$ cat src/hw/rtl/lbss_pkg.sv
// Package of the bounded-step subsequence block: sizes, stored entry type.
// No dependencies; used by the cell, the top level and the checker.
package lbss_pkg;

    localparam int MAX_ITEMS  = 1024;
    localparam int VALUE_BITS = 16;
    localparam int SAMPLE_BITS = 16;
    localparam int GAP_BITS   = 16;
    localparam int LEN_BITS   = 11;
    localparam int ADDR_BITS  = $clog2(MAX_ITEMS);
    localparam int CNT_BITS   = $clog2(MAX_ITEMS + 1);
    localparam int CMP_BITS   = (VALUE_BITS > GAP_BITS) ? VALUE_BITS : GAP_BITS;
    localparam int M_TDATA_BITS = ((2 * LEN_BITS + 7) / 8) * 8;
    localparam int S_TDATA_BITS = ((SAMPLE_BITS + 7) / 8) * 8;

    // One stored entry: a value and the best length ending at it.
    typedef struct packed {
        logic [VALUE_BITS-1:0] value;
        logic [CNT_BITS-1:0]   len;
    } entry_t;

    typedef enum logic [2:0] {
        ST_IDLE = 3'b001,
        ST_SCAN = 3'b010,
        ST_DONE = 3'b100
    } state_t;

endpackage

$ cat src/hw/rtl/lbss_cell.sv
// One cell of the storage ring: holds an entry and passes it to its neighbor.
// Depends on lbss_pkg.
module lbss_cell (
    input  logic            aclk,
    input  logic            shift_en,
    input  logic            load_en,
    input  lbss_pkg::entry_t load_entry,
    input  lbss_pkg::entry_t neighbor_entry,
    output lbss_pkg::entry_t cell_entry
);
    import lbss_pkg::*;

    entry_t entry_reg;
    entry_t entry_next;

    always_comb begin
        entry_next = entry_reg;
        if (load_en) begin
            entry_next = load_entry;
        end else if (shift_en) begin
            entry_next = neighbor_entry;
        end
    end

    always_ff @(posedge aclk) begin
        entry_reg <= entry_next;
    end

    assign cell_entry = entry_reg;

endmodule

$ cat config.mk
export PLATFORM = sky130hd
export DESIGN_NAME = lbss_cell
export DESIGN_NICKNAME = d
export VERILOG_FILES = /design/src/hw/rtl/lbss_pkg.sv /design/src/hw/rtl/lbss_cell.sv
export SDC_FILE = /design/constraint.sdc
export NUM_CORES = 1
export LEC_CHECK = 0
export ABC_CLOCK_PERIOD_IN_PS = 1520
export BUFFER_PORTS_ARGS = -buffer_cell sky130_fd_sc_hd__buf_2
export CAP_MARGIN = 20
export CORE_ASPECT_RATIO = 1.25
export CORE_MARGIN = 1
export CORE_UTILIZATION = 41
export CTS_CLUSTER_DIAMETER = 30
export CTS_CLUSTER_SIZE = 12
export DETAILED_ROUTE_END_ITERATION = 7
export HOLD_SLACK_MARGIN = 0.12
export PLACE_DENSITY_LB_ADDON = 0.12
export SLEW_MARGIN = 40
export SYNTH_ARGS = -nofsm -noshare
export SYNTH_HDL_FRONTEND = slang
export SYNTH_SLANG_ARGS = --single-unit
$ cat constraint.sdc
create_clock -name aclk -period 1.52 [get_ports aclk]
set_input_delay 0.076 -clock aclk [delete_from_list [all_inputs] [get_ports aclk]]
set_output_delay 0.076 -clock aclk [all_outputs]
set_load 0.05 [all_outputs]
==> impl_metrics.prom, run 1 <==
# TYPE chip_impl_metric gauge
chip_impl_info{name="outcome",value="finished clean"} 1
chip_impl_metric{name="via_count",unit=""} 1040
chip_impl_metric{name="cp.required",unit="ns"} 1.61
chip_impl_metric{name="clock_power_share",unit="%"} 15.7
chip_impl_metric{name="flow.area_growth_from_synthesis",unit="%"} 81.9
chip_impl_metric{name="grt-ovfl-total",unit=""} 0
chip_impl_metric{name="via_count_of_the_first_global_routing_pass",unit=""} 1066
chip_impl_metric{name="synth_area_per_cell",unit="sq um"} 21.4
chip_impl_metric{name="synthesis.yosys.warnings",unit=""} 0
chip_impl_metric{name="core_region_area",unit="sq mm"} 0.00292
chip_impl_info{name="synthTopCellsByCount",value="sky130_fd_sc_hd__edfxtp_1, sky130_fd_sc_hd__mux2_4, sky130_fd_sc_hd__mux2_2, sky130_fd_sc_hd__buf_12"} 1
chip_impl_metric{name="timing_worst_slew_pin_value",unit="ns"} 0.263
chip_impl_metric{name="pwr-share-seq",unit="%"} 47.9
chip_impl_metric{name="multi_input_comb_area",unit="sq um"} 382
chip_impl_metric{name="place.gp.congestion",unit=""} 0.619
chip_impl_metric{name="num-nets-final",unit=""} 258
chip_impl_metric{name="post_route_worst_setup_slack",unit="ns"} 0.0363
chip_impl_metric{name="post-place-ws",unit="ns"} 0.365
chip_impl_metric{name="synth.net_count",unit=""} 115
chip_impl_metric{name="post-route-min-period",unit="ns"} 1.48
chip_impl_metric{name="comb_power_share",unit="%"} 36.3
chip_impl_metric{name="crit_fanout",unit=""} 1
chip_impl_metric{name="achievable-frequency",unit="GHz"} 0.674
chip_impl_metric{name="io_buffers",unit=""} 83
chip_impl_metric{name="totalNegativeSetupSlack",unit="ns"} 0
chip_impl_info{name="yosysMostFrequentCell",value="sky130_fd_sc_hd__edfxtp_1"} 1
chip_impl_metric{name="clk_pin_slew",unit="ns"} 0.14
chip_impl_metric{name="drc",unit=""} 0
chip_impl_metric{name="syn_inst",unit=""} 58
chip_impl_metric{name="cts-resized-gates",unit=""} 0
chip_impl_metric{name="grt_antenna_before_repair",unit=""} 0
chip_impl_metric{name="grtUsageTotal",unit="%"} 20.7
chip_impl_info{name="startpoint",value="load_entry[15]"} 1
chip_impl_metric{name="num_antenna_cells",unit=""} 0
chip_impl_metric{name="number_of_flops_mapped_to_enable_cells_by_yosys",unit=""} 27
chip_impl_metric{name="route.final.wire_length",unit="mm"} 3.04
chip_impl_metric{name="drive_gt1_share",unit="%"} 58.5
chip_impl_metric{name="tritoncts.num_buffers",unit=""} 3
chip_impl_info{name="ctsRootBufferMaster",value="sky130_fd_sc_hd__clkbuf_4"} 1
chip_impl_metric{name="synth-async-reset-ratio",unit="%"} 0
chip_impl_metric{name="power.net_switching",unit="W"} 0.000630
chip_impl_metric{name="post-cts-setup-buffers",unit=""} 0
chip_impl_metric{name="die_w",unit="microns"} 51.3
chip_impl_info{name="synth.area.top_cells",value="sky130_fd_sc_hd__edfxtp_1, sky130_fd_sc_hd__mux2_4, sky130_fd_sc_hd__mux2_2"} 1
chip_impl_metric{name="worst_ir_drop_vdd",unit="uV"} 517
chip_impl_metric{name="netlist_area_pre_place",unit="sq mm"} 0.00124
chip_impl_metric{name="p_per_area",unit="mW/mm^2"} 860
chip_impl_metric{name="drt-vias-per-instance",unit=""} 4.41
chip_impl_metric{name="period_share",unit="%"} 97.6
chip_impl_metric{name="grt_start_max_net_pins",unit=""} 20
chip_impl_metric{name="grt_first_pass_wirelength",unit="mm"} 4.85
chip_impl_metric{name="power.internal",unit="W"} 0.00132
chip_impl_metric{name="yosys.area.top_type_share",unit="%"} 65.2
chip_impl_metric{name="start_util",unit="%"} 42.6
chip_impl_metric{name="design.die.area",unit="sq mm"} 0.00326
chip_impl_metric{name="final-seq-area",unit="sq um"} 811
chip_impl_metric{name="initialDrtViolationCount",unit=""} 7
chip_impl_metric{name="hold_buffers",unit=""} 54
chip_impl_metric{name="die_y",unit="microns"} 63.6
chip_impl_metric{name="ios",unit=""} 84
chip_impl_metric{name="fill_count",unit=""} 214
chip_impl_metric{name="clock_sinks",unit=""} 27
chip_impl_metric{name="setup_viol",unit=""} 0
chip_impl_info{name="tritoncts_clock_tree",value="yes"} 1
chip_impl_metric{name="p_leak",unit="nW"} 1.05
chip_impl_info{name="worst_hold_startpoint",value="shift_en"} 1
chip_impl_metric{name="route.detailed.wl_per_inst",unit="microns"} 12.9
chip_impl_info{name="timing.setup.critical_path_class",value="in -> reg"} 1
chip_impl_info{name="setup.worst_path.end_class",value="register"} 1
chip_impl_info{name="critPathLaunchType",value="primary input"} 1
chip_impl_metric{name="largest_reg_flops",unit=""} 27
chip_impl_info{name="min-delay-path-class",value="in -> reg"} 1
chip_impl_metric{name="post_synth_cell_types",unit=""} 6
chip_impl_metric{name="switching_share",unit="%"} 32.4
chip_impl_metric{name="number_of_flip_flops_and_latches_in_the_synthesized_netlist",unit=""} 27
chip_impl_metric{name="cts_max_level",unit=""} 1
chip_impl_metric{name="place.detailed.hpwl",unit="mm"} 1.71
chip_impl_metric{name="ys_seq_area_share",unit="%"} 65.2
chip_impl_metric{name="fp-row-count",unit=""} 22
chip_impl_info{name="synth_top_flop_cell",value="sky130_fd_sc_hd__edfxtp_1"} 1
chip_impl_metric{name="timing.critical_path.arrival",unit="ns"} 1.57
chip_impl_metric{name="drt_pass1_iterations",unit=""} 4
chip_impl_metric{name="number_of_pins_exceeding_their_max_slew_limit_in_the_final_report",unit=""} 0
chip_impl_metric{name="max_cap_viols",unit=""} 0
chip_impl_metric{name="ctsLongestPathBuffers",unit=""} 2
chip_impl_metric{name="timing.slew.headroom",unit="%"} 82.6
chip_impl_info{name="rsz0062_at_grt",value="no"} 1
chip_impl_metric{name="final_hold_violations",unit=""} 0
chip_impl_metric{name="ant_nets",unit=""} 0
chip_impl_info{name="synth.largest_area_cell",value="sky130_fd_sc_hd__edfxtp_1"} 1
worst max-delay path, cell delays in order:
cell,delay (ns)
sky130_fd_sc_hd__dlygate4sd3_1,0.56
sky130_fd_sc_hd__buf_2,0.13
sky130_fd_sc_hd__mux2_4,0.24
sky130_fd_sc_hd__dlygate4sd3_1,0.56
final timing paths:
| path | end | cells after the start |
|---|---|---|
| setup / recovery | cell_entry[15] | 4 |
| hold / removal | cell_entry[11] | 3 |
layout by cell type, fill, tap and decap left out:
cell,instances
sky130_fd_sc_hd__buf_2,83
sky130_fd_sc_hd__dlygate4sd3_1,54
sky130_fd_sc_hd__edfxtp_1,27
sky130_fd_sc_hd__mux2_4,19
sky130_fd_sc_hd__mux2_2,8
sky130_fd_sc_hd__clkbuf_4,3
sky130_fd_sc_hd__buf_4,3
sky130_fd_sc_hd__or2_1,1
sky130_fd_sc_hd__clkbuf_1,1
sky130_fd_sc_hd__buf_12,1
power groups by stage:
stage | Clock (W) | Combinational, W | Sequential [W]
4_1_cts | 0.000317 | 0.000700 | 0.000932
3_5_place_dp | 0 | 0.000569 | 0.000949
3_3_place_gp | 0 | 0.000562 | 0.000945
6_report | 0.000306 | 0.000706 | 0.000932
2_1_floorplan | 0 | 0.000121 | 0.00125
5_1_grt | 0.000355 | 0.000739 | 0.000940
layer usage:
layer  routed length, microns  up-vias  global-route usage (%)  part of all wire (%)
met2                     1630       53                    37.2                    53
met1                     1110      471                    22.3                    37
met5                        0        -                       0                     0
met4                       76        0                    10.1                   2.5
li1                         -      509                       -                     -
met3                      226        7                    4.35                   7.4
kinds of logic (layout without fill, tap and decap cells):
family	after synthesis	count (layout)	synth area share, %
and+or+nand+nor	1	1	0.503
muxes	27	27	30.2
DFF	27	27	65.2
buffers and inverters	3	145	4.12
layout make-up:
class	instances	area share, %
tap	36	1.99
timing repair buffer	141	44.1
sequential	27	35.8
clock buffer	4	1.16
multi-input combinational	28	16.9
per-stage QoR:
stage	instance area, sq um	hold WS, ns	utilization, %	instances	power, W
global route	2260	0.249	77.5	236	0.00203
CTS	2260	0.245	77.5	236	0.00195
detailed placement	1700	0.379	58.1	178	0.00152
finish	2260	0.246	77.5	236	0.00194
floorplan	1240	0.293	-	58	0.00137
global placement	1700	0.376	58.1	178	0.00151
Power figures use the tool's default switching activity.
==> inputs of run 2 (changes only) <==
- CORE_UTILIZATION: 41 -> 35
- SLEW_MARGIN: 40 -> 10
==> run 2 against run 1 <==
First-iteration DRC count grew to 3.4 times the previous value. Maximum frequency is 2.1% lower. Global-route usage is 4.3 points lower. Flip-flop and latch count stayed put. Hold slack worse by 0.12 ns. Critical endpoint is now cell_entry[10]. Cell count is 0.85% lower. Die area is 17% higher. Sequential share of layout area is 0.079 points lower. Largest cell class unchanged. Final area is 0.22% higher. Combinational power is 1% lower.
==> impl_metrics.prom, run 2 (synthesized netlist as in run 1, its figures left out) <==
# TYPE chip_impl_metric gauge
chip_impl_metric{name="drt-vias-per-instance",unit=""} 4.45
chip_impl_info{name="rsz0062_at_grt",value="no"} 1
chip_impl_metric{name="drive_gt1_share",unit="%"} 58.9
chip_impl_metric{name="ctsLongestPathBuffers",unit=""} 2
chip_impl_metric{name="p_leak",unit="nW"} 1.06
chip_impl_metric{name="largest_reg_flops",unit=""} 27
chip_impl_metric{name="die_y",unit="microns"} 68.6
chip_impl_info{name="timing.setup.critical_path_class",value="in -> reg"} 1
chip_impl_metric{name="power.internal",unit="W"} 0.00139
chip_impl_info{name="min-delay-path-class",value="in -> reg"} 1
chip_impl_metric{name="grtUsageTotal",unit="%"} 16.4
chip_impl_metric{name="flow.area_growth_from_synthesis",unit="%"} 82.3
chip_impl_metric{name="max_cap_viols",unit=""} 0
chip_impl_metric{name="timing.slew.headroom",unit="%"} 82.6
chip_impl_info{name="setup.worst_path.end_class",value="register"} 1
chip_impl_metric{name="clk_pin_slew",unit="ns"} 0.09
chip_impl_info{name="critical_path.slowest_cell",value="sky130_fd_sc_hd__dlygate4sd3_1"} 1
chip_impl_metric{name="worst_ir_drop_vdd",unit="uV"} 541
chip_impl_metric{name="ios",unit=""} 84
chip_impl_info{name="final_common_cell",value="sky130_fd_sc_hd__buf_2"} 1
chip_impl_metric{name="comb_power_share",unit="%"} 34.4
chip_impl_metric{name="num_antenna_cells",unit=""} 0
chip_impl_info{name="critPathLaunchType",value="primary input"} 1
chip_impl_metric{name="initialDrtViolationCount",unit=""} 24
chip_impl_metric{name="timing.critical_path.arrival",unit="ns"} 1.54
chip_impl_metric{name="tritoncts.num_buffers",unit=""} 3
chip_impl_metric{name="cp_slowest_stage_delay",unit="ns"} 0.56
chip_impl_metric{name="via_count",unit=""} 1042
chip_impl_metric{name="num-nets-final",unit=""} 255
chip_impl_metric{name="io_buffers",unit=""} 83
chip_impl_metric{name="start_util",unit="%"} 37.6
chip_impl_metric{name="placedCellCount",unit=""} 178
chip_impl_info{name="path_cells",value="dlygate4sd3_1, buf_2, mux2_4, dlygate4sd3_1"} 1
chip_impl_metric{name="route.final.wire_length",unit="mm"} 3.00
chip_impl_metric{name="timing_worst_slew_pin_value",unit="ns"} 0.262
chip_impl_metric{name="core_region_area",unit="sq mm"} 0.00331
chip_impl_metric{name="achievable-frequency",unit="GHz"} 0.660
chip_impl_metric{name="post-cts-setup-buffers",unit=""} 0
chip_impl_metric{name="ant_nets",unit=""} 0
chip_impl_metric{name="place.detailed.hpwl",unit="mm"} 1.92
chip_impl_metric{name="cts_max_level",unit=""} 1
chip_impl_metric{name="die_w",unit="microns"} 55.3
chip_impl_metric{name="place.gp.congestion",unit=""} 0.683
chip_impl_metric{name="grt_first_pass_wirelength",unit="mm"} 4.77
chip_impl_info{name="worst_path_most_repeated_cell",value="sky130_fd_sc_hd__dlygate4sd3_1"} 1
chip_impl_info{name="ctsRootBufferMaster",value="sky130_fd_sc_hd__clkbuf_8"} 1
chip_impl_metric{name="switching_share",unit="%"} 31.2
chip_impl_info{name="tritoncts_clock_tree",value="yes"} 1
chip_impl_metric{name="totalNegativeSetupSlack",unit="ns"} 0
chip_impl_metric{name="pwr-share-seq",unit="%"} 45.9
chip_impl_metric{name="clock_power_share",unit="%"} 19.7
chip_impl_metric{name="final_hold_violations",unit=""} 0
chip_impl_metric{name="total_power",unit="W"} 0.00203
chip_impl_info{name="outcome",value="finished clean"} 1
chip_impl_metric{name="grt_start_max_net_pins",unit=""} 28
chip_impl_metric{name="fp-row-count",unit=""} 23
chip_impl_metric{name="cp.required",unit="ns"} 1.54
chip_impl_metric{name="setup_viol",unit=""} 0
chip_impl_info{name="layout_common_cells",value="sky130_fd_sc_hd__buf_2, sky130_fd_sc_hd__dlygate4sd3_1, sky130_fd_sc_hd__edfxtp_1"} 1
chip_impl_metric{name="period_share",unit="%"} 99.7
chip_impl_metric{name="number_of_pins_exceeding_their_max_slew_limit_in_the_final_report",unit=""} 0
chip_impl_metric{name="grt_antenna_before_repair",unit=""} 0
chip_impl_metric{name="design.die.area",unit="sq mm"} 0.00380
chip_impl_metric{name="crit_fanout",unit=""} 1
chip_impl_metric{name="power.net_switching",unit="W"} 0.000634
chip_impl_metric{name="clock_sinks",unit=""} 27
chip_impl_metric{name="post-route-min-period",unit="ns"} 1.52
chip_impl_metric{name="grt-ovfl-total",unit=""} 0
chip_impl_metric{name="route.detailed.wl_per_inst",unit="microns"} 12.8
chip_impl_metric{name="drt_pass1_iterations",unit=""} 2
chip_impl_metric{name="via_count_of_the_first_global_routing_pass",unit=""} 1149
chip_impl_metric{name="final_standard_cell_count_with_taps_included_and_fillers_excluded",unit=""} 234
chip_impl_metric{name="p_per_area",unit="mW/mm^2"} 895
chip_impl_metric{name="drc",unit=""} 0
## run 2: changes by cell type in the layout (fill, tap and decap cells not counted)
| cell | previous run | this run |
|---|---|---|
| sky130_fd_sc_hd__buf_12 | 1 | 2 |
| sky130_fd_sc_hd__buf_4 | 3 | 1 |
| sky130_fd_sc_hd__dlygate4sd3_1 | 54 | 52 |
| sky130_fd_sc_hd__clkbuf_4 | 3 | 0 |
| sky130_fd_sc_hd__clkbuf_8 | 0 | 3 |
## run 2: per-layer routing
layer	part of all wire, %	routed length [microns]	up-vias	track usage, %
met5	0	0	-	0
met4	1.3	40	0	7.50
met3	5.8	175	4	2.99
met2	57	1710	46	34.3
met1	36	1070	486	15.5
li1	-	-	506	-
## run 2: worst paths after layout
kind                      startpoint        endpoint  depth (start not counted)
setup / recovery  neighbor_entry[10]  cell_entry[10]                          4
hold / removal    neighbor_entry[20]  cell_entry[20]                          2
## run 2: area by class of cell
| class | count | area [sq um] |
|---|---|---|
| clock buffers | 4 | 45.0 |
| fillers | 254 | 1040 |
| multi-input cells | 28 | 382 |
| flip-flops and latches | 27 | 811 |
| well taps | 37 | 46.3 |
| repair buffers | 138 | 983 |
## run 2: power groups by stage
stage	Clock, W	Sequential [W]	Combinational [W]
3_3_place_gp	0	0.000946	0.000567
6_report	0.000399	0.000931	0.000698
4_1_cts	0.000420	0.000932	0.000706
2_1_floorplan	0	0.00125	0.000121
5_1_grt	0.000450	0.000941	0.000730
3_5_place_dp	0	0.000948	0.000575
## run 2: metrics by stage
stage | setup slack [ns] | instance area (sq um) | util [%] | hold slack (ns)
6_report | 0.00390 | 2270 | 68.5 | 0.127
5_1_grt | 0.00147 | 2270 | 68.5 | 0.129
4_1_cts | 0.00927 | 2290 | 69.1 | 0.369
3_5_place_dp | 0.402 | 1700 | 51.4 | 0.380
3_3_place_gp | 0.417 | 1700 | 51.4 | 0.375
2_1_floorplan | 0.131 | 1240 | - | 0.293
## run 2: what timing repair did
item / 4_1_cts / 5_1_grt
gates resized for setup: 0 / 0
endpoints found under the hold margin: 27 / 2
hold buffers: 54 / 2
setup endpoints to repair: 0 / 4
## run 2: critical path: cells and delay by family
family / cells / cell delay [ns]
muxes: 1 / 0.25
buffers and inverters: 3 / 1.21
